==> src/sv/salru_pkg.sv <==
// shared constants and types for the set-associative cache tag and lru block
// no dependencies; used by salru_row, set_assoc_cache_lru_tags and its checker
package salru_pkg;

	localparam int ADDR_W    = 32;
	localparam int PEN_W     = 8;
	localparam int WAY_OUT_W = 3;
	localparam int WAY_IDX_W = 4;

	localparam logic [PEN_W-1:0] PEN_RESET = 8'd50;

	// lookup outcome of one set row
	typedef struct packed {
		logic                 hit;
		logic [WAY_IDX_W-1:0] way;
	} lookup_t;

endpackage

==> src/sv/salru_row.sv <==
// hit detection, victim choice and lru rank update for one set row
// depends on salru_pkg (lookup_t)
module salru_row #(
	parameter int WAYS  = 8,
	parameter int TAG_W = 19,
	parameter int RANK_W = 3
) (
	input  logic [WAYS-1:0]              valid,
	input  logic [WAYS-1:0][TAG_W-1:0]   tags,
	input  logic [WAYS-1:0][RANK_W-1:0]  ranks,
	input  logic [TAG_W-1:0]             tag_in,
	output logic [WAYS-1:0]              new_valid,
	output logic [WAYS-1:0][TAG_W-1:0]   new_tags,
	output logic [WAYS-1:0][RANK_W-1:0]  new_ranks,
	output salru_pkg::lookup_t           lookup
);
	import salru_pkg::*;

	localparam logic [RANK_W-1:0] TOP = RANK_W'(WAYS - 1);

	logic [WAYS-1:0]   hit_vec;
	logic [WAYS-1:0]   min_vec;
	logic [RANK_W-1:0] hit_way;
	logic [RANK_W-1:0] inv_way;
	logic [RANK_W-1:0] min_way;
	logic [RANK_W-1:0] sel_way;
	logic [RANK_W-1:0] floor_rank;
	logic              any_hit;
	logic              any_inv;

	always_comb begin
		for (int i = 0; i < WAYS; i++) begin
			hit_vec[i] = valid[i] && (tags[i] == tag_in);
			// lowest rank, ties broken toward the lower way
			min_vec[i] = 1'b1;
			for (int j = 0; j < WAYS; j++) begin
				if (j < i && !(ranks[i] < ranks[j]))
					min_vec[i] = 1'b0;
				if (j > i && !(ranks[i] <= ranks[j]))
					min_vec[i] = 1'b0;
			end
		end
	end

	always_comb begin
		hit_way = '0;
		inv_way = '0;
		min_way = '0;
		for (int i = WAYS - 1; i >= 0; i--) begin
			if (hit_vec[i])
				hit_way = RANK_W'(i);
			if (!valid[i])
				inv_way = RANK_W'(i);
			if (min_vec[i])
				min_way = RANK_W'(i);
		end
	end

	assign any_hit    = |hit_vec;
	assign any_inv    = ~&valid;
	assign sel_way    = any_hit ? hit_way : (any_inv ? inv_way : min_way);
	assign floor_rank = any_hit ? ranks[hit_way] : '0;

	always_comb begin
		for (int i = 0; i < WAYS; i++) begin
			new_valid[i] = valid[i];
			new_tags[i]  = tags[i];
			new_ranks[i] = (valid[i] && ranks[i] > floor_rank) ? ranks[i] - 1'b1 : ranks[i];
			if (RANK_W'(i) == sel_way) begin
				new_valid[i] = 1'b1;
				new_tags[i]  = tag_in;
				new_ranks[i] = TOP;
			end
		end
	end

	assign lookup.hit = any_hit;
	assign lookup.way = WAY_IDX_W'(sel_way);

endmodule

==> config.mk <==
export PLATFORM = sky130hd
export DESIGN_NAME = salru_row
export DESIGN_NICKNAME = d
export VERILOG_FILES = /design/src/sv/salru_pkg.sv /design/src/sv/salru_row.sv
export SDC_FILE = /design/constraint.sdc
export NUM_CORES = 1
export LEC_CHECK = 0
export ABC_AREA = 1
export BUFFER_PORTS_ARGS = -buffer_cell sky130_fd_sc_hd__buf_4
export CAP_MARGIN = 20
export CORE_MARGIN = 2
export CORE_UTILIZATION = 30
export DETAILED_ROUTE_END_ITERATION = 6
export PLACE_DENSITY_LB_ADDON = 0.05
export SETUP_SLACK_MARGIN = 0.3
export SLEW_MARGIN = 40
export SYNTH_ARGS = -nofsm -noshare
export SYNTH_HDL_FRONTEND = slang
export SYNTH_SLANG_ARGS = --single-unit
==> constraint.sdc <==
create_clock -name vclk -period 7.7
set_input_delay 0.77 -clock vclk [all_inputs]
set_output_delay 0.77 -clock vclk [all_outputs]
set_load 0.02 [all_outputs]
# [Word-level counts from Yosys, hierarchy flattened]
# Cells that the tools add are included.
[word_totals] ff_bits=0 latchBits=0 mem_bits_rw=0 romBits=0 inputBits=203 out_inout_bits=189 memories=0
[classes] add_sub_neg=8 n_mul=0 div=0 n_lt_le_gt_ge=65 eq_ne=15 shift=0 muxes=117 bitwise_logic=0 n_reduce_logical=19
[ops] op="19-bit equality test" n=8
[ops] op="19-bit two-way mux" n=8
[ops] op="3-bit two-way mux" n=44
[ops] op="3-bit <= comparator" n=28
[ops] op="3-bit < comparator" n=28
[ops] op="1-bit two-way mux" n=64
[ops] op="3-bit > comparator" n=8
[ops] op="3-bit by 1-bit subtractor with 3-bit output (second input constant)" n=8
[ops] op="1-bit logical AND" n=16
[ops] op="3-bit equality test (first input constant)" n=4
[ops] op="3-bit binary-select mux with 3-bit select" n=1
[ops] op="8-bit AND reduction" n=1
[ops] op="8-bit OR reduction" n=1
[ops] op="2-bit by 3-bit equality test with 1-bit output (first input constant)" n=2
[ops] op="3-bit by 4-bit < comparator with 1-bit output (second input constant)" n=1
[ops] op="1-bit by 3-bit equality test with 1-bit output (first input constant)" n=1
[ops] op="3-bit zero test" n=1

# [Longest topological paths before layout]
[depth] ltp_word=20 depth_mapped=33 mapped_depth_nobuf=30

# [Least setup slack after synthesis]
# OpenSTA, ideal clock, no wires.
[synth_timing] kind="input -> output" start="input tag_in[8]" end="output new_ranks[13] (netlist name)" arrival_time_ns=3.765 required_time_ns=6.930 setup_slack_ns=3.165 cell_stages=22 path_cell_list="buf_4 inv_4 buf_6 o21ai_1 nor4_2 nand4_4 nand2_4 nand2_4 buf_6 clkbuf_1 a21oi_1 o21ai_0 nand2_1 a21o_1 inv_1 ha_1 nand2_1 inv_1 nand3_1 nand2_1 nand3_2 o211ai_1"
[synth_lines] element="start, declared" line="salru_row.sv:11" rtl="input logic [TAG_W-1:0] tag_in,"
[synth_lines] element="end, declared" line="salru_row.sv:14" rtl="output logic [WAYS-1:0][RANK_W-1:0] new_ranks,"

==> metrics.log <==
INFO  metric grt_first_pass_wirelength = 64500 um
INFO  metric drtPass1Iterations = 7
INFO  metric worst_ep_arrival_time = 5310 ps
INFO  metric gr-usage-met1 = 37.4%
INFO  metric dpl-instance-area = 10700 um2
INFO  metric setup.worst_path.class = primary input to output port
INFO  metric clockPowerShare = 0%
INFO  metric grt_setup_unrepaired = false
INFO  metric vias = 10.9k
INFO  metric slew_at_the_pin_closest_to_its_max_slew_limit = 851 ps
INFO  metric place_inst = 2056
INFO  metric timing.final.ws_setup = 1620 ps
INFO  metric area.sequential = 0 um2
INFO  metric cp.required = 6930 ps
INFO  metric first_global_vias = 9893
INFO  metric netSwitchingPower = 477 uW
INFO  metric timing_hold_violations_final = 0
INFO  metric grt_start_max_net_pins = 43
INFO  metric floorplan.die.height = 166 um
INFO  metric vdd_drop_max = 41.6 uV
INFO  metric start_util = 30.4%
INFO  metric finish.cell_count_without_fillers = 2064
INFO  metric layout_common_cells = sky130_fd_sc_hd__nand2_1 (452), sky130_fd_sc_hd__buf_4 (393), sky130_fd_sc_hd__o21ai_1 (172)
INFO  metric design.core.area = 25800 um2
INFO  metric number_of_cells_produced_by_synthesis = 1403
INFO  metric syn_area_per_cell = 5.59 um2
INFO  metric groute.usage.overall = 30.4%
INFO  metric holdBufCountCts = 0
INFO  metric comb_power_share = 100.0%
INFO  metric clock.fmax = 165 MHz
INFO  metric final.clkbuf_count = 0
INFO  metric timing.final.crit_share = 78.9%
INFO  metric cts-resized-gates = 0
INFO  metric fin_total_pwr = 781 uW
INFO  metric post_synth_instance_area = 7850 um2
INFO  metric routed_via_density = 5.28
INFO  metric mappedNetlistNets = 1714
INFO  metric placement_setup_slack = 1840 ps
INFO  metric maxSlewHeadroom = 42.9%
INFO  metric row_count = 59
INFO  metric grt_use_met3 = 2.31%
INFO  metric floorplan.die.width = 166 um
INFO  metric detail_route.drc_violations = 0
INFO  metric powerDensity = 72.7 nW/um2
INFO  metric internal_power = 304 uW
INFO  metric buffer_ports.inserted = 391
INFO  metric die-area = 27500 um2
INFO  metric status = finished clean
INFO  metric globalRouteOverflowTotal = 0
INFO  metric p_leak = 5.96 nW
INFO  metric drt-initial-drc-count = 758
INFO  metric seq_cells = 0
INFO  metric detailed_place_hpwl = 35300 um
INFO  metric power_switching_share = 61.1%
INFO  metric finalWirelength = 44500 um
INFO  metric maxCapViolCount = 0
INFO  metric nFillCells = 2902
INFO  metric antenna_found_initial = 8
INFO  metric hold_class = primary input to output port
INFO  metric synth_sequential_area_ratio = 0%
INFO  metric timing.final.crit_period = 6080 ps
INFO  metric gp_routability_congestion = 0.931
INFO  metric yosysWarnings = 0
INFO  metric timing.final.setup_violations = 0
INFO  metric postLayoutCellArea = 10700 um2
INFO  metric multi_input_comb_area = 6810 um2
INFO  metric areaGrowthSynthToFinish = 36.8%
INFO  metric setup_total_negative_slack = 0 ps
INFO  metric gr-usage-met2 = 56.3%
INFO  metric setup.worst_path.end_class = output port
INFO  metric final_common_cell = sky130_fd_sc_hd__nand2_1
INFO  metric sequentialPowerShare = 0%
INFO  metric drive_gt1_share = 28.5%
INFO  metric drt-wirelength-per-cell = 21.6 um
INFO  metric num_io_pins = 392
INFO  metric finish.net_count = 2034
INFO  metric busiest_layer = met2
INFO  metric timing_max_transition_violations_final = 0
INFO  metric critical_path.max_fanout = 22
INFO  metric synth.distinct_cells = 57
INFO  metric ant_nets = 0
INFO  metric worstSetupStartpointType = primary input
INFO  metric post-cts-setup-buffers = 0
==> logic make-up (layout without fill, tap and decap cells) <==
family,count (synthesis),in the layout,share of synthesized area [%]
buffers and inverters,216,534,13.7
adder cells (fa/ha/maj),108,108,17.2
XOR/XNOR,35,35,3.91
AO/OA/AOI/OAI,338,338,24.0
AND/OR/NAND/NOR,705,705,41.1
other,1,9,0.0478
==> final timing paths <==
path,start,to,cells after the start
hold / removal,ranks[12],new_ranks[12],4
setup / recovery,tag_in[3],new_ranks[8],22
==> per-stage QoR <==
stage	hold slack (ps)	utilization, %
3_5_place_dp	1870	41.4
5_1_grt	1890	41.6
3_3_place_gp	1880	41.4
6_report	1870	41.6
4_1_cts	1880	41.4
2_1_floorplan	1700	-
==> synth_stat cells, types with 8 or more instances <==
| cell | count | share of area [%] |
|---|---|---|
| sky130_fd_sc_hd__nor2_2 | 10 | 0.80 |
| sky130_fd_sc_hd__nand2_2 | 16 | 1.3 |
| sky130_fd_sc_hd__o21ai_0 | 47 | 3.0 |
| sky130_fd_sc_hd__inv_1 | 117 | 5.6 |
| sky130_fd_sc_hd__nand2_1 | 453 | 22 |
| sky130_fd_sc_hd__xor2_1 | 23 | 2.6 |
| sky130_fd_sc_hd__a21oi_1 | 39 | 2.5 |
| sky130_fd_sc_hd__buf_2 | 42 | 2.7 |
| sky130_fd_sc_hd__nor2_1 | 76 | 3.6 |
| sky130_fd_sc_hd__nand4_1 | 28 | 2.2 |
| sky130_fd_sc_hd__nor3_1 | 8 | 0.51 |
| sky130_fd_sc_hd__inv_2 | 21 | 1.0 |
| sky130_fd_sc_hd__a211oi_1 | 13 | 1.2 |
| sky130_fd_sc_hd__buf_4 | 9 | 0.86 |
| sky130_fd_sc_hd__o22ai_1 | 21 | 1.7 |
| sky130_fd_sc_hd__buf_6 | 19 | 2.7 |
| sky130_fd_sc_hd__nand3_2 | 13 | 1.7 |
| sky130_fd_sc_hd__nand3_1 | 67 | 4.3 |
| sky130_fd_sc_hd__o21ai_1 | 172 | 11 |
| sky130_fd_sc_hd__a31oi_1 | 18 | 1.4 |
| sky130_fd_sc_hd__xnor2_1 | 12 | 1.3 |
| sky130_fd_sc_hd__ha_1 | 108 | 17 |
==> power by group through the flow <==
stage	logic, mW	clock network [mW]	registers (mW)
global route	0.847	0.000000139	0
floorplan	0.432	0	0
detailed placement	0.774	0	0
CTS	0.777	0	0
global placement	0.770	0	0
finish	0.781	0.000000139	0
==> final cells by class <==
| cell class | instances | share of cell area (%) |
|---|---|---|
| diodes | 8 | 0.186 |
| inverters | 141 | 5.00 |
| multi-input cells | 1187 | 63.4 |
| well taps | 335 | 3.90 |
| repair buffers | 393 | 27.5 |
==> routing by layer <==
metal | vias up | wire length [um]
li1 | 5403 | -
met1 | 5025 | 18100
met2 | 412 | 22700
met3 | 60 | 2340
met4 | 0 | 1420
met5 | - | 0
==> worst max-delay path: stages <==
cell and delay [ps]:
sky130_fd_sc_hd__buf_4 100, sky130_fd_sc_hd__clkinv_1 660, sky130_fd_sc_hd__a22o_1 440, sky130_fd_sc_hd__nor4_1 270, sky130_fd_sc_hd__nand4_1 310, sky130_fd_sc_hd__nand2_2 190
sky130_fd_sc_hd__inv_2 50, sky130_fd_sc_hd__a21oi_2 400, sky130_fd_sc_hd__a21oi_1 60, sky130_fd_sc_hd__o21ai_0 180, sky130_fd_sc_hd__a21oi_1 140, sky130_fd_sc_hd__a21o_1 160
sky130_fd_sc_hd__inv_1 370, sky130_fd_sc_hd__ha_1 340, sky130_fd_sc_hd__nand2_1 90, sky130_fd_sc_hd__o22ai_1 80, sky130_fd_sc_hd__nand2_1 130, sky130_fd_sc_hd__inv_1 60
sky130_fd_sc_hd__nor2_2 130, sky130_fd_sc_hd__nand3_1 100, sky130_fd_sc_hd__nand3_1 100, sky130_fd_sc_hd__buf_4 170
No activity file was read; power rests on OpenSTA's default activity.
